===== src/hdl/pts_pkg.sv =====
// Package with the shared types and constants of the power toggle sequencer.
`timescale 1ns / 1ps

package pts_pkg;

    // Request codes carried in the mode field.
    typedef enum logic [2:0] {
        MODE_TICK    = 3'd0,
        MODE_REQUEST = 3'd1,
        MODE_RX_EDGE = 3'd2,
        MODE_SUSPEND = 3'd3,
        MODE_RESUME  = 3'd4
    } mode_t;

    // Pin sequencing phase.
    typedef enum logic [1:0] {
        PH_IDLE   = 2'd0,
        PH_LOW    = 2'd1,
        PH_SETTLE = 2'd2
    } phase_t;

    // Configuration register indexes (byte address is four times the index).
    localparam logic [1:0] REG_PULSE_LOW       = 2'd0;
    localparam logic [1:0] REG_SETTLE          = 2'd1;
    localparam logic [1:0] REG_INITIAL_BACKOFF = 2'd2;

    localparam int unsigned PADDR_BITS = 4;

    localparam logic [15:0] PULSE_LOW_RESET       = 16'd10;
    localparam logic [15:0] SETTLE_RESET          = 16'd10;
    localparam logic [15:0] INITIAL_BACKOFF_RESET = 16'd1000;

    typedef struct packed {
        logic [15:0] pulse_low_ticks;
        logic [15:0] settle_ticks;
        logic [15:0] initial_backoff_ticks;
    } cfg_t;

    typedef struct packed {
        logic       power_pin;
        logic       rx_monitor;
        logic       device_on;
        logic [1:0] phase;
        logic       busy_res;
    } result_t;

endpackage


===== src/hdl/pts_in_if.sv =====
// Request channel interface of the power toggle sequencer.
`timescale 1ns / 1ps

interface pts_in_if;
    logic       valid;
    logic       ready;
    logic [2:0] mode;
    logic       level;

    modport source (output valid, output mode, output level, input ready);
    modport sink (input valid, input mode, input level, output ready);
endinterface


===== src/hdl/pts_out_if.sv =====
// Result channel interface of the power toggle sequencer.
`timescale 1ns / 1ps

interface pts_out_if;
    logic       valid;
    logic       ready;
    logic       power_pin;
    logic       rx_monitor;
    logic       device_on;
    logic [1:0] phase;
    logic       busy_res;

    modport source (output valid, output power_pin, output rx_monitor, output device_on,
                    output phase, output busy_res, input ready);
    modport sink (input valid, input power_pin, input rx_monitor, input device_on,
                  input phase, input busy_res, output ready);
endinterface


===== src/hdl/pts_core.sv =====
// Sequencer state and the single-pass update for one request.
`timescale 1ns / 1ps

module pts_core
    import pts_pkg::*;
#(
    parameter int unsigned TIMER_BITS = 20
)
(
    input  logic       clk,
    input  logic       rst_n,
    input  logic       step_en,
    input  logic [2:0] item_mode,
    input  logic       item_level,
    input  cfg_t       cfg,
    output result_t    res_next
);

    phase_t                phase_reg, phase_next;
    logic                  believed_on_reg, believed_on_next;
    logic                  wanted_on_reg, wanted_on_next;
    logic                  held_off_reg, held_off_next;
    logic                  monitoring_reg, monitoring_next;
    logic                  pin_level_reg, pin_level_next;
    logic                  step_pending_reg, step_pending_next;
    logic [15:0]           delay_count_reg, delay_count_next;
    logic [TIMER_BITS-1:0] since_toggle_reg, since_toggle_next;
    logic [TIMER_BITS-1:0] backoff_reg, backoff_next;

    always_comb
    begin
        logic target;
        logic run;

        phase_next        = phase_reg;
        believed_on_next  = believed_on_reg;
        wanted_on_next    = wanted_on_reg;
        held_off_next     = held_off_reg;
        monitoring_next   = monitoring_reg;
        pin_level_next    = pin_level_reg;
        step_pending_next = step_pending_reg;
        delay_count_next  = delay_count_reg;
        since_toggle_next = since_toggle_reg;
        backoff_next      = backoff_reg;
        run               = 1'b0;
        target            = 1'b0;

        case (item_mode)
            MODE_TICK:
            begin
                if (since_toggle_reg != '1)
                begin
                    since_toggle_next = since_toggle_reg + 1'b1;
                end
                if (step_pending_reg)
                begin
                    if (delay_count_reg != '0)
                    begin
                        delay_count_next = delay_count_reg - 1'b1;
                    end
                    run = (delay_count_next == '0);
                end
            end
            MODE_REQUEST:
            begin
                if (item_level && !wanted_on_reg)
                begin
                    monitoring_next = 1'b0;
                    wanted_on_next  = 1'b1;
                end
                else if (!item_level && wanted_on_reg)
                begin
                    backoff_next   = TIMER_BITS'(cfg.initial_backoff_ticks);
                    wanted_on_next = 1'b0;
                end
                // A request that changes the wanted level schedules a step now.
                if ((item_level != wanted_on_reg) && !held_off_reg && !step_pending_reg)
                begin
                    step_pending_next = 1'b1;
                    delay_count_next  = '0;
                end
            end
            MODE_RX_EDGE:
            begin
                if (monitoring_reg && !wanted_on_reg && !believed_on_reg &&
                    (phase_reg == PH_IDLE) && (since_toggle_reg > backoff_reg))
                begin
                    believed_on_next = 1'b1;
                    // Doubling saturates once the top bit is set.
                    backoff_next = backoff_reg[TIMER_BITS-1] ? '1 : (backoff_reg << 1);
                    if (!held_off_reg && !step_pending_reg)
                    begin
                        step_pending_next = 1'b1;
                        delay_count_next  = '0;
                    end
                end
            end
            MODE_SUSPEND:
            begin
                held_off_next = 1'b1;
                if (phase_reg == PH_IDLE)
                begin
                    step_pending_next = believed_on_reg;
                    delay_count_next  = '0;
                end
            end
            MODE_RESUME:
            begin
                held_off_next = 1'b0;
                if (!step_pending_reg)
                begin
                    step_pending_next = 1'b1;
                    delay_count_next  = '0;
                end
            end
            default:
            begin
            end
        endcase

        // Running a step always clears the pending flag first, so any step it
        // schedules replaces the old delay.
        if (run)
        begin
            step_pending_next = 1'b0;
            if (phase_reg == PH_LOW)
            begin
                pin_level_next    = 1'b1;
                phase_next        = PH_SETTLE;
                since_toggle_next = '0;
                believed_on_next  = !believed_on_reg;
                step_pending_next = 1'b1;
                delay_count_next  = cfg.settle_ticks;
            end
            else
            begin
                phase_next = PH_IDLE;
                target     = held_off_reg ? 1'b0 : wanted_on_reg;
                if (target == believed_on_reg)
                begin
                    if (!believed_on_reg && !held_off_reg)
                    begin
                        monitoring_next = 1'b1;
                    end
                end
                else
                begin
                    pin_level_next    = 1'b0;
                    phase_next        = PH_LOW;
                    step_pending_next = 1'b1;
                    delay_count_next  = cfg.pulse_low_ticks;
                end
            end
        end

        res_next.power_pin  = pin_level_next;
        res_next.rx_monitor = monitoring_next;
        res_next.device_on  = believed_on_next;
        res_next.phase      = phase_next;
        res_next.busy_res   = step_pending_next || (phase_next != PH_IDLE);
    end

    always_ff @(posedge clk or negedge rst_n)
    begin
        if (!rst_n)
        begin
            phase_reg        <= PH_IDLE;
            believed_on_reg  <= 1'b0;
            wanted_on_reg    <= 1'b1;
            held_off_reg     <= 1'b0;
            monitoring_reg   <= 1'b0;
            pin_level_reg    <= 1'b0;
            step_pending_reg <= 1'b0;
            delay_count_reg  <= '0;
            since_toggle_reg <= '0;
            backoff_reg      <= TIMER_BITS'(INITIAL_BACKOFF_RESET);
        end
        else if (step_en)
        begin
            phase_reg        <= phase_next;
            believed_on_reg  <= believed_on_next;
            wanted_on_reg    <= wanted_on_next;
            held_off_reg     <= held_off_next;
            monitoring_reg   <= monitoring_next;
            pin_level_reg    <= pin_level_next;
            step_pending_reg <= step_pending_next;
            delay_count_reg  <= delay_count_next;
            since_toggle_reg <= since_toggle_next;
            backoff_reg      <= backoff_next;
        end
    end

    // The pin is low while the low pulse runs and high while settling.
    assert property (@(posedge clk) disable iff (!rst_n)
        (phase_reg == PH_LOW) |-> !pin_level_reg)
    else $error("pin not low during the low pulse");

    assert property (@(posedge clk) disable iff (!rst_n)
        (phase_reg == PH_SETTLE) |-> pin_level_reg)
    else $error("pin not high while settling");

    // A running pulse or settle period always has its timed step pending.
    assert property (@(posedge clk) disable iff (!rst_n)
        (phase_reg != PH_IDLE) |-> step_pending_reg)
    else $error("active phase without a pending step");

    // The receive line is only monitored while the device is wanted off.
    assert property (@(posedge clk) disable iff (!rst_n)
        monitoring_reg |-> !wanted_on_reg)
    else $error("monitoring while the device is wanted on");

endmodule


===== src/hdl/power_toggle_sequencer_top.sv =====
// Top level of the power toggle sequencer: register port, request and result stages.
`timescale 1ns / 1ps

// The block keeps a device behind a toggle-only power pin in the requested
// on/off state. Requests arrive on in_ch (mode: tick, level request, receive
// edge, suspend, resume; level for a level request) and each one yields one
// result on out_ch: the pin level, the receive-monitor flag, the believed
// device state, the sequencing phase and a busy flag, all taken after that
// request has been applied. Pulse and settle lengths count tick requests.
// A request is registered when it is accepted; its result is computed from
// the request stage and registered once the result register is free or
// is being emptied. One request per cycle is sustained while the receiver
// takes results; the state update is a single pass of compares and
// counter steps between the request stage and the result register. When
// the receiver stalls, the result register holds and one further request
// is still taken into the request stage; in_ch ready drops only when both
// stages are full. Reset clears both stages and puts the device state,
// timers and registers at their reset values: the device is believed off,
// wanted on, and the backoff is 1000 ticks. The three timing registers are
// to be written over the APB port only while no request is in flight; the
// block does not enforce this. pready is always high.

module power_toggle_sequencer_top
    import pts_pkg::*;
#(
    parameter int unsigned TIMER_BITS = 20
)
(
    input  logic                  clk,
    input  logic                  rst_n,
    pts_in_if.sink                in_ch,
    pts_out_if.source             out_ch,
    input  logic                  psel,
    input  logic                  penable,
    input  logic                  pwrite,
    input  logic [PADDR_BITS-1:0] paddr,
    input  logic [31:0]           pwdata,
    output logic [31:0]           prdata,
    output logic                  pready
);

    cfg_t        cfg_reg;
    logic        cfg_write;
    logic [1:0]  reg_index;

    logic        req_valid_reg;
    logic [2:0]  req_mode_reg;
    logic        req_level_reg;
    logic        advance;
    logic        in_take;

    logic        out_valid_reg;
    result_t     out_res_reg;
    result_t     res_next;

    // ---------------- Configuration port ----------------
    assign pready    = 1'b1;
    assign reg_index = paddr[PADDR_BITS-1:2];
    assign cfg_write = psel && penable && pwrite && pready;

    always_ff @(posedge clk or negedge rst_n)
    begin
        if (!rst_n)
        begin
            cfg_reg.pulse_low_ticks       <= PULSE_LOW_RESET;
            cfg_reg.settle_ticks          <= SETTLE_RESET;
            cfg_reg.initial_backoff_ticks <= INITIAL_BACKOFF_RESET;
        end
        else if (cfg_write)
        begin
            case (reg_index)
                REG_PULSE_LOW:       cfg_reg.pulse_low_ticks       <= pwdata[15:0];
                REG_SETTLE:          cfg_reg.settle_ticks          <= pwdata[15:0];
                REG_INITIAL_BACKOFF: cfg_reg.initial_backoff_ticks <= pwdata[15:0];
                default:
                begin
                end
            endcase
        end
    end

    always_comb
    begin
        case (reg_index)
            REG_PULSE_LOW:       prdata = {16'd0, cfg_reg.pulse_low_ticks};
            REG_SETTLE:          prdata = {16'd0, cfg_reg.settle_ticks};
            REG_INITIAL_BACKOFF: prdata = {16'd0, cfg_reg.initial_backoff_ticks};
            default:             prdata = 32'd0;
        endcase
    end

    // ---------------- Request stage ----------------
    // The registered request moves on whenever the result register is free
    // or is being emptied in the same cycle.
    assign advance     = req_valid_reg && (!out_valid_reg || out_ch.ready);
    assign in_ch.ready = !req_valid_reg || advance;
    assign in_take     = in_ch.valid && in_ch.ready;

    always_ff @(posedge clk or negedge rst_n)
    begin
        if (!rst_n)
        begin
            req_valid_reg <= 1'b0;
        end
        else
        begin
            req_valid_reg <= in_take || (req_valid_reg && !advance);
        end
    end

    always_ff @(posedge clk)
    begin
        if (in_take)
        begin
            req_mode_reg  <= in_ch.mode;
            req_level_reg <= in_ch.level;
        end
    end

    // ---------------- State update ----------------
    pts_core #(
        .TIMER_BITS (TIMER_BITS)
    ) u_core (
        .clk        (clk),
        .rst_n      (rst_n),
        .step_en    (advance),
        .item_mode  (req_mode_reg),
        .item_level (req_level_reg),
        .cfg        (cfg_reg),
        .res_next   (res_next)
    );

    // ---------------- Result register ----------------
    always_ff @(posedge clk or negedge rst_n)
    begin
        if (!rst_n)
        begin
            out_valid_reg <= 1'b0;
        end
        else
        begin
            out_valid_reg <= advance || (out_valid_reg && !out_ch.ready);
        end
    end

    always_ff @(posedge clk)
    begin
        if (advance)
        begin
            out_res_reg <= res_next;
        end
    end

    assign out_ch.valid      = out_valid_reg;
    assign out_ch.power_pin  = out_res_reg.power_pin;
    assign out_ch.rx_monitor = out_res_reg.rx_monitor;
    assign out_ch.device_on  = out_res_reg.device_on;
    assign out_ch.phase      = out_res_reg.phase;
    assign out_ch.busy_res   = out_res_reg.busy_res;

endmodule

===== src/flat_wrapper.sv =====
// flat-port wrapper written by rule: the top's interface ports become plain ports
module power_toggle_sequencer_top_flat import pts_pkg::*;
#(
    parameter int unsigned TIMER_BITS = 20
)
  (clk, rst_n, psel, penable, pwrite, paddr, pwdata, prdata, pready, in_ch_valid, in_ch_mode, in_ch_level, in_ch_ready, out_ch_valid, out_ch_power_pin, out_ch_rx_monitor, out_ch_device_on, out_ch_phase, out_ch_busy_res, out_ch_ready);
  pts_in_if in_ch_i ();
  pts_out_if out_ch_i ();
  input  logic clk;
  input  logic rst_n;
  input  logic psel;
  input  logic penable;
  input  logic pwrite;
  input  logic [PADDR_BITS-1:0] paddr;
  input  logic [31:0] pwdata;
  output logic [31:0] prdata;
  output logic pready;
  input wire logic [$bits(in_ch_i.valid)-1:0] in_ch_valid;
  input wire logic [$bits(in_ch_i.mode)-1:0] in_ch_mode;
  input wire logic [$bits(in_ch_i.level)-1:0] in_ch_level;
  output wire logic [$bits(in_ch_i.ready)-1:0] in_ch_ready;
  output wire logic [$bits(out_ch_i.valid)-1:0] out_ch_valid;
  output wire logic [$bits(out_ch_i.power_pin)-1:0] out_ch_power_pin;
  output wire logic [$bits(out_ch_i.rx_monitor)-1:0] out_ch_rx_monitor;
  output wire logic [$bits(out_ch_i.device_on)-1:0] out_ch_device_on;
  output wire logic [$bits(out_ch_i.phase)-1:0] out_ch_phase;
  output wire logic [$bits(out_ch_i.busy_res)-1:0] out_ch_busy_res;
  input wire logic [$bits(out_ch_i.ready)-1:0] out_ch_ready;
  assign in_ch_i.valid = in_ch_valid;
  assign in_ch_i.mode = in_ch_mode;
  assign in_ch_i.level = in_ch_level;
  assign in_ch_ready = in_ch_i.ready;
  assign out_ch_valid = out_ch_i.valid;
  assign out_ch_power_pin = out_ch_i.power_pin;
  assign out_ch_rx_monitor = out_ch_i.rx_monitor;
  assign out_ch_device_on = out_ch_i.device_on;
  assign out_ch_phase = out_ch_i.phase;
  assign out_ch_busy_res = out_ch_i.busy_res;
  assign out_ch_i.ready = out_ch_ready;
  power_toggle_sequencer_top #(.TIMER_BITS(TIMER_BITS)) u_core (.clk(clk), .rst_n(rst_n), .in_ch(in_ch_i), .out_ch(out_ch_i), .psel(psel), .penable(penable), .pwrite(pwrite), .paddr(paddr), .pwdata(pwdata), .prdata(prdata), .pready(pready));
endmodule

===== config.mk =====
export PLATFORM = sky130hd
export DESIGN_NAME = power_toggle_sequencer_top_flat
export DESIGN_NICKNAME = d
export VERILOG_FILES = /design/src/hdl/pts_pkg.sv /design/src/hdl/pts_in_if.sv /design/src/hdl/pts_out_if.sv /design/src/hdl/pts_core.sv /design/src/hdl/power_toggle_sequencer_top.sv /design/src/flat_wrapper.sv
export SDC_FILE = /design/constraint.sdc
export NUM_CORES = 1
export LEC_CHECK = 0
export ABC_CLOCK_PERIOD_IN_PS = 6170
export CORE_AREA = 2 2 110 112
export CTS_BUF_LIST = sky130_fd_sc_hd__clkbuf_8
export CTS_CLUSTER_DIAMETER = 60
export DETAILED_ROUTE_END_ITERATION = 8
export DIE_AREA = 0 0 112 114
export DONT_BUFFER_PORTS = 1
export GPL_ROUTABILITY_DRIVEN = 0
export PLACE_DENSITY = 0.76
export SYNTH_ARGS = -nofsm -noshare
export SYNTH_HDL_FRONTEND = slang
export SYNTH_SLANG_ARGS = --single-unit

===== constraint.sdc =====
create_clock -name clk -period 6.17 [get_ports clk]
set_input_delay 0.617 -clock clk [delete_from_list [all_inputs] [get_ports clk]]
set_output_delay 0.617 -clock clk [all_outputs]
set_load 0.05 [all_outputs]

==> results.toml <==
[cts]
htreeDepth = 4
cts.reportedPaths.clkPinSlew_ns = 0.08
cts_sinks = 124
worstSkewPairLatency_ns = 0.45
clockBufferDepth = 2
cts_tree = "yes"
clk_root_buffer_cell = "sky130_fd_sc_hd__clkbuf_8"
cts_buffers = 17

[final_layout]
filler_cell_count = 967
area_growth_syn_to_layout_pct = 5.35
postLayoutCoreUtil_pct = 66.4
final_nets = 850
post_route_cells_drive_above_1_share_pct = 15.3
largest_register_ff_count = 48
antenna-diode-count = 0

[place]
io_buffers = 0
dp_hpwl_um = 12600

[global_route]
grt_first_pass_wirelength_um = 29600
global_route.overflow_total = 0
first_global_vias = 5743
largest_net_degree_at_the_start_of_global_routing = 108
grt_antenna_before_repair = 0
groute.usage.overall_pct = 29.6

[sta]
relSlewSlack_pct = 19.0
rsz_0062_raised_after_global_routing = "no"
report.final.hold_viol_count = 0
post-route-period-util_pct = 61.5
timing.final.max_slew_violations = 0
tightest_slew_ns = 1.21
fin_tns_setup_ns = 0
hold_ws_ns = 0.0839
fmaxAchievable_mhz = 263
final.setup_skew_ns = 0.00973
setup-violations-final = 0
finalCriticalPeriod_ns = 3.80

[die]
rows = 40
placeableCoreArea_um2 = 11700
die_height_um = 114
dieArea_um2 = 12800
io-pin-count = 88
die_w_um = 112
initial_core_util_pct = 63.1

[routing]
route.detailed.drc = 0
route.antenna.remaining_nets = 0
dr.first_iter.drc_count = 480
totalWireLength_um = 18000
drt-wirelength-per-cell_um = 19.1
detailedRoute.firstPassIterationCount = 7
post_drt_via_cell_ratio = 6.40
routed-via-count = 6014

[power_and_ir_drop]
maximum_ir_drop_on_the_vdd_rail_mv = 0.237
p_int_mw = 1.70
power.clock.fraction_pct = 22.8
powerDensity_nw_per_um2 = 375
p_switching_mw = 1.22
power.switching_fraction_pct = 41.8
seqPwrFrac_pct = 41.7
power.static_leakage_nw = 3.47
comb_power_share_pct = 35.5

[setup_path]
crit_required_ns = 6.50
crit_path_start_kind = "flop"
worstPathArrival_ns = 4.13
setup.worst_path.class = "reg2reg"
ff2ff_path_depth = 9
endpoint_kind = "flop"
cp_max_fo = 15

[synthesis]
synth_top_area_cell = "sky130_fd_sc_hd__dfrtp_1"
area_share_of_the_leading_cell_type_in_the_synthesized_netlist_pct = 32.9
synth.yosys.warnings = 0
synth.ff_latch_count = 124
area_fraction_in_and_or_nand_and_nor_cells_after_synthesis_pct = 18.8
synthAdderAreaFrac_pct = 4.07
ys_seq_area_share_pct = 43.0
postSynthCellCount = 796
synth_edf_count = 10
yosys-mux-area-fraction_pct = 10.5
synth_xor_area_share_pct = 2.37
yosys_cell_types = 69
synth.top_cells.by_area = "sky130_fd_sc_hd__dfrtp_1 33%, sky130_fd_sc_hd__mux2_2 7.5%, sky130_fd_sc_hd__dfstp_2 6.0%"
ys_dominant_reg_cell = "sky130_fd_sc_hd__dfrtp_1"
async_reset_ff_share_pct = 91.9
post_synth_instance_area_um2 = 7390
postSynthAreaPerCell_um2 = 9.28
synth_compound_gate_area_share_pct = 15.2
synth_top_family_by_area = "simple AND/OR/NAND/NOR gates"

[status]
run_status = "complete, no violations"

[job]
timing.max_cap.violations = 0

[hold_path]
hold_path.class = "in2async"
## worst max-delay path, cell delays in order, from the launching register on
cell                       delay (ns)
sky130_fd_sc_hd__dfrtp_1         0.49
sky130_fd_sc_hd__inv_1           0.30
sky130_fd_sc_hd__ha_1            0.40
sky130_fd_sc_hd__nand4_1         0.18
sky130_fd_sc_hd__nor4_1          0.47
sky130_fd_sc_hd__a2111o_1        0.28
sky130_fd_sc_hd__a31oi_1         0.12
sky130_fd_sc_hd__or4_1           0.78
sky130_fd_sc_hd__o21a_1          0.27
sky130_fd_sc_hd__a2111o_1        0.37
## metal layers
| layer | track usage (%) | up-vias | part of all wire [%] |
|---|---|---|---|
| met1 | 39.2 | 2933 | 42 |
| li1 | - | 2776 | - |
| met4 | 9.76 | 0 | 1.7 |
| met2 | 47.8 | 268 | 48 |
| met3 | 8.02 | 37 | 7.8 |
| met5 | 0 | - | 0 |
## power by group through the flow
| stage | sequential (mW) | combinational [mW] | clock (mW) |
|---|---|---|---|
| after floorplan | 1.13 | 0.880 | 0 |
| after global placement | 1.21 | 0.963 | 0 |
| after detailed placement | 1.23 | 0.996 | 0 |
| after CTS | 1.21 | 1.02 | 0.679 |
| after global routing | 1.24 | 1.14 | 0.714 |
| final | 1.22 | 1.04 | 0.664 |
## synth_stat cells (4+ instances only)
| master | count |
|---|---|
| sky130_fd_sc_hd__a21o_1 | 6 |
| sky130_fd_sc_hd__a21oi_1 | 46 |
| sky130_fd_sc_hd__a31oi_1 | 18 |
| sky130_fd_sc_hd__and2_1 | 5 |
| sky130_fd_sc_hd__and3_1 | 14 |
| sky130_fd_sc_hd__and4_1 | 5 |
| sky130_fd_sc_hd__buf_2 | 4 |
| sky130_fd_sc_hd__buf_4 | 18 |
| sky130_fd_sc_hd__clkbuf_1 | 34 |
| sky130_fd_sc_hd__dfrtp_1 | 97 |
| sky130_fd_sc_hd__dfstp_2 | 17 |
| sky130_fd_sc_hd__edfxtp_1 | 10 |
| sky130_fd_sc_hd__ha_1 | 24 |
| sky130_fd_sc_hd__inv_1 | 35 |
| sky130_fd_sc_hd__mux2_2 | 49 |
| sky130_fd_sc_hd__mux2i_1 | 22 |
| sky130_fd_sc_hd__nand2_1 | 74 |
| sky130_fd_sc_hd__nand2b_1 | 9 |
| sky130_fd_sc_hd__nand3_1 | 16 |
| sky130_fd_sc_hd__nand3b_1 | 6 |
| sky130_fd_sc_hd__nand4_1 | 11 |
| sky130_fd_sc_hd__nor2_1 | 82 |
| sky130_fd_sc_hd__nor2b_1 | 5 |
| sky130_fd_sc_hd__nor3_1 | 21 |
| sky130_fd_sc_hd__nor4_1 | 4 |
| sky130_fd_sc_hd__o211ai_1 | 7 |
| sky130_fd_sc_hd__o21a_1 | 4 |
| sky130_fd_sc_hd__o21ai_0 | 62 |
| sky130_fd_sc_hd__o22ai_1 | 6 |
| sky130_fd_sc_hd__o31ai_1 | 4 |
| sky130_fd_sc_hd__or3_1 | 6 |
| sky130_fd_sc_hd__or4_1 | 4 |
| sky130_fd_sc_hd__xnor2_1 | 14 |
| sky130_fd_sc_hd__xor2_1 | 6 |
## cell families (layout without fill, tap and decap cells)
logic type	count (synthesis)	count (layout)
AO/OA/AOI/OAI	184	184
adder cells (fa/ha/maj)	24	24
XOR/XNOR	20	20
flip-flops	124	124
buffers and inverters	96	77
multiplexers	71	71
AND/OR/NAND/NOR	275	275
other	2	17
## metrics by stage
step	total power [mW]	setup WS, ns	instance area, um2	cells
2_1_floorplan	2.01	2.84	7440	811
3_3_place_gp	2.18	2.52	7380	905
3_5_place_dp	2.22	2.49	7380	905
4_1_cts	2.91	2.46	7780	939
5_1_grt	3.10	2.22	7780	939
6_report	2.92	2.37	7780	939
## layout by cell type (no fill, tap or decap), types with 7 or more instances in the layout
cell type                  netlist  layout
sky130_fd_sc_hd__a21oi_1        46      45
sky130_fd_sc_hd__inv_6           0      10
sky130_fd_sc_hd__mux2i_1        22      22
sky130_fd_sc_hd__inv_1          35      35
sky130_fd_sc_hd__a31oi_1        18      18
sky130_fd_sc_hd__edfxtp_1       10      10
sky130_fd_sc_hd__clkbuf_8        0      17
sky130_fd_sc_hd__dfstp_2        17      17
sky130_fd_sc_hd__and3_1         14      14
sky130_fd_sc_hd__buf_4          18       8
sky130_fd_sc_hd__nand4_1        11      11
sky130_fd_sc_hd__nor2_1         82      82
sky130_fd_sc_hd__conb_1          2      17
sky130_fd_sc_hd__mux2_2         49      49
sky130_fd_sc_hd__nand2_1        74      74
sky130_fd_sc_hd__dfrtp_1        97      97
sky130_fd_sc_hd__o21ai_1         1      17
sky130_fd_sc_hd__nor3_1         21      20
sky130_fd_sc_hd__xnor2_1        14      14
sky130_fd_sc_hd__o21ai_0        62      46
sky130_fd_sc_hd__o211ai_1        7       7
sky130_fd_sc_hd__nand3_1        16      16
sky130_fd_sc_hd__ha_1           24      24
sky130_fd_sc_hd__nand2b_1        9       9
## layout make-up
cell class | count | area (um2) | share of cell area [%]
inverters | 35 | 131 | 1.69
flip-flops and latches | 124 | 3170 | 40.8
repair buffers | 10 | 97.6 | 1.25
clock buffers | 17 | 234 | 3.01
multi-input cells | 591 | 3830 | 49.3
well taps | 147 | 184 | 2.36
clock inverters | 15 | 128 | 1.64
## path summary, 6_finish.rpt
path / from / end / slack (ns)
max reg2reg: u_core.u_core.backoff_reg[19] / u_core.u_core.delay_count_reg[2] / 2.37
max in group asynchronous: rst_n / u_core.u_core.backoff_reg[7] / 5.21
max: u_core.u_core.backoff_reg[19] / u_core.u_core.delay_count_reg[2] / 2.37
min: rst_n / u_core.u_core.delay_count_reg[5] / 0.08
min in group clk: in_ch_mode[1] / u_core.req_mode_reg[1] / 0.26
min reg2reg: u_core.req_valid_reg / u_core.out_ch.valid / 0.50
## repair_timing
| item | CTS | global route |
|---|---|---|
| hold endpoints to repair | 107 | 0 |
| hold buffers | 2 | 0 |
| buffers inserted | 0 | 0 |
| gates resized for setup | 0 | 0 |
Power figures use the tool's default switching activity.
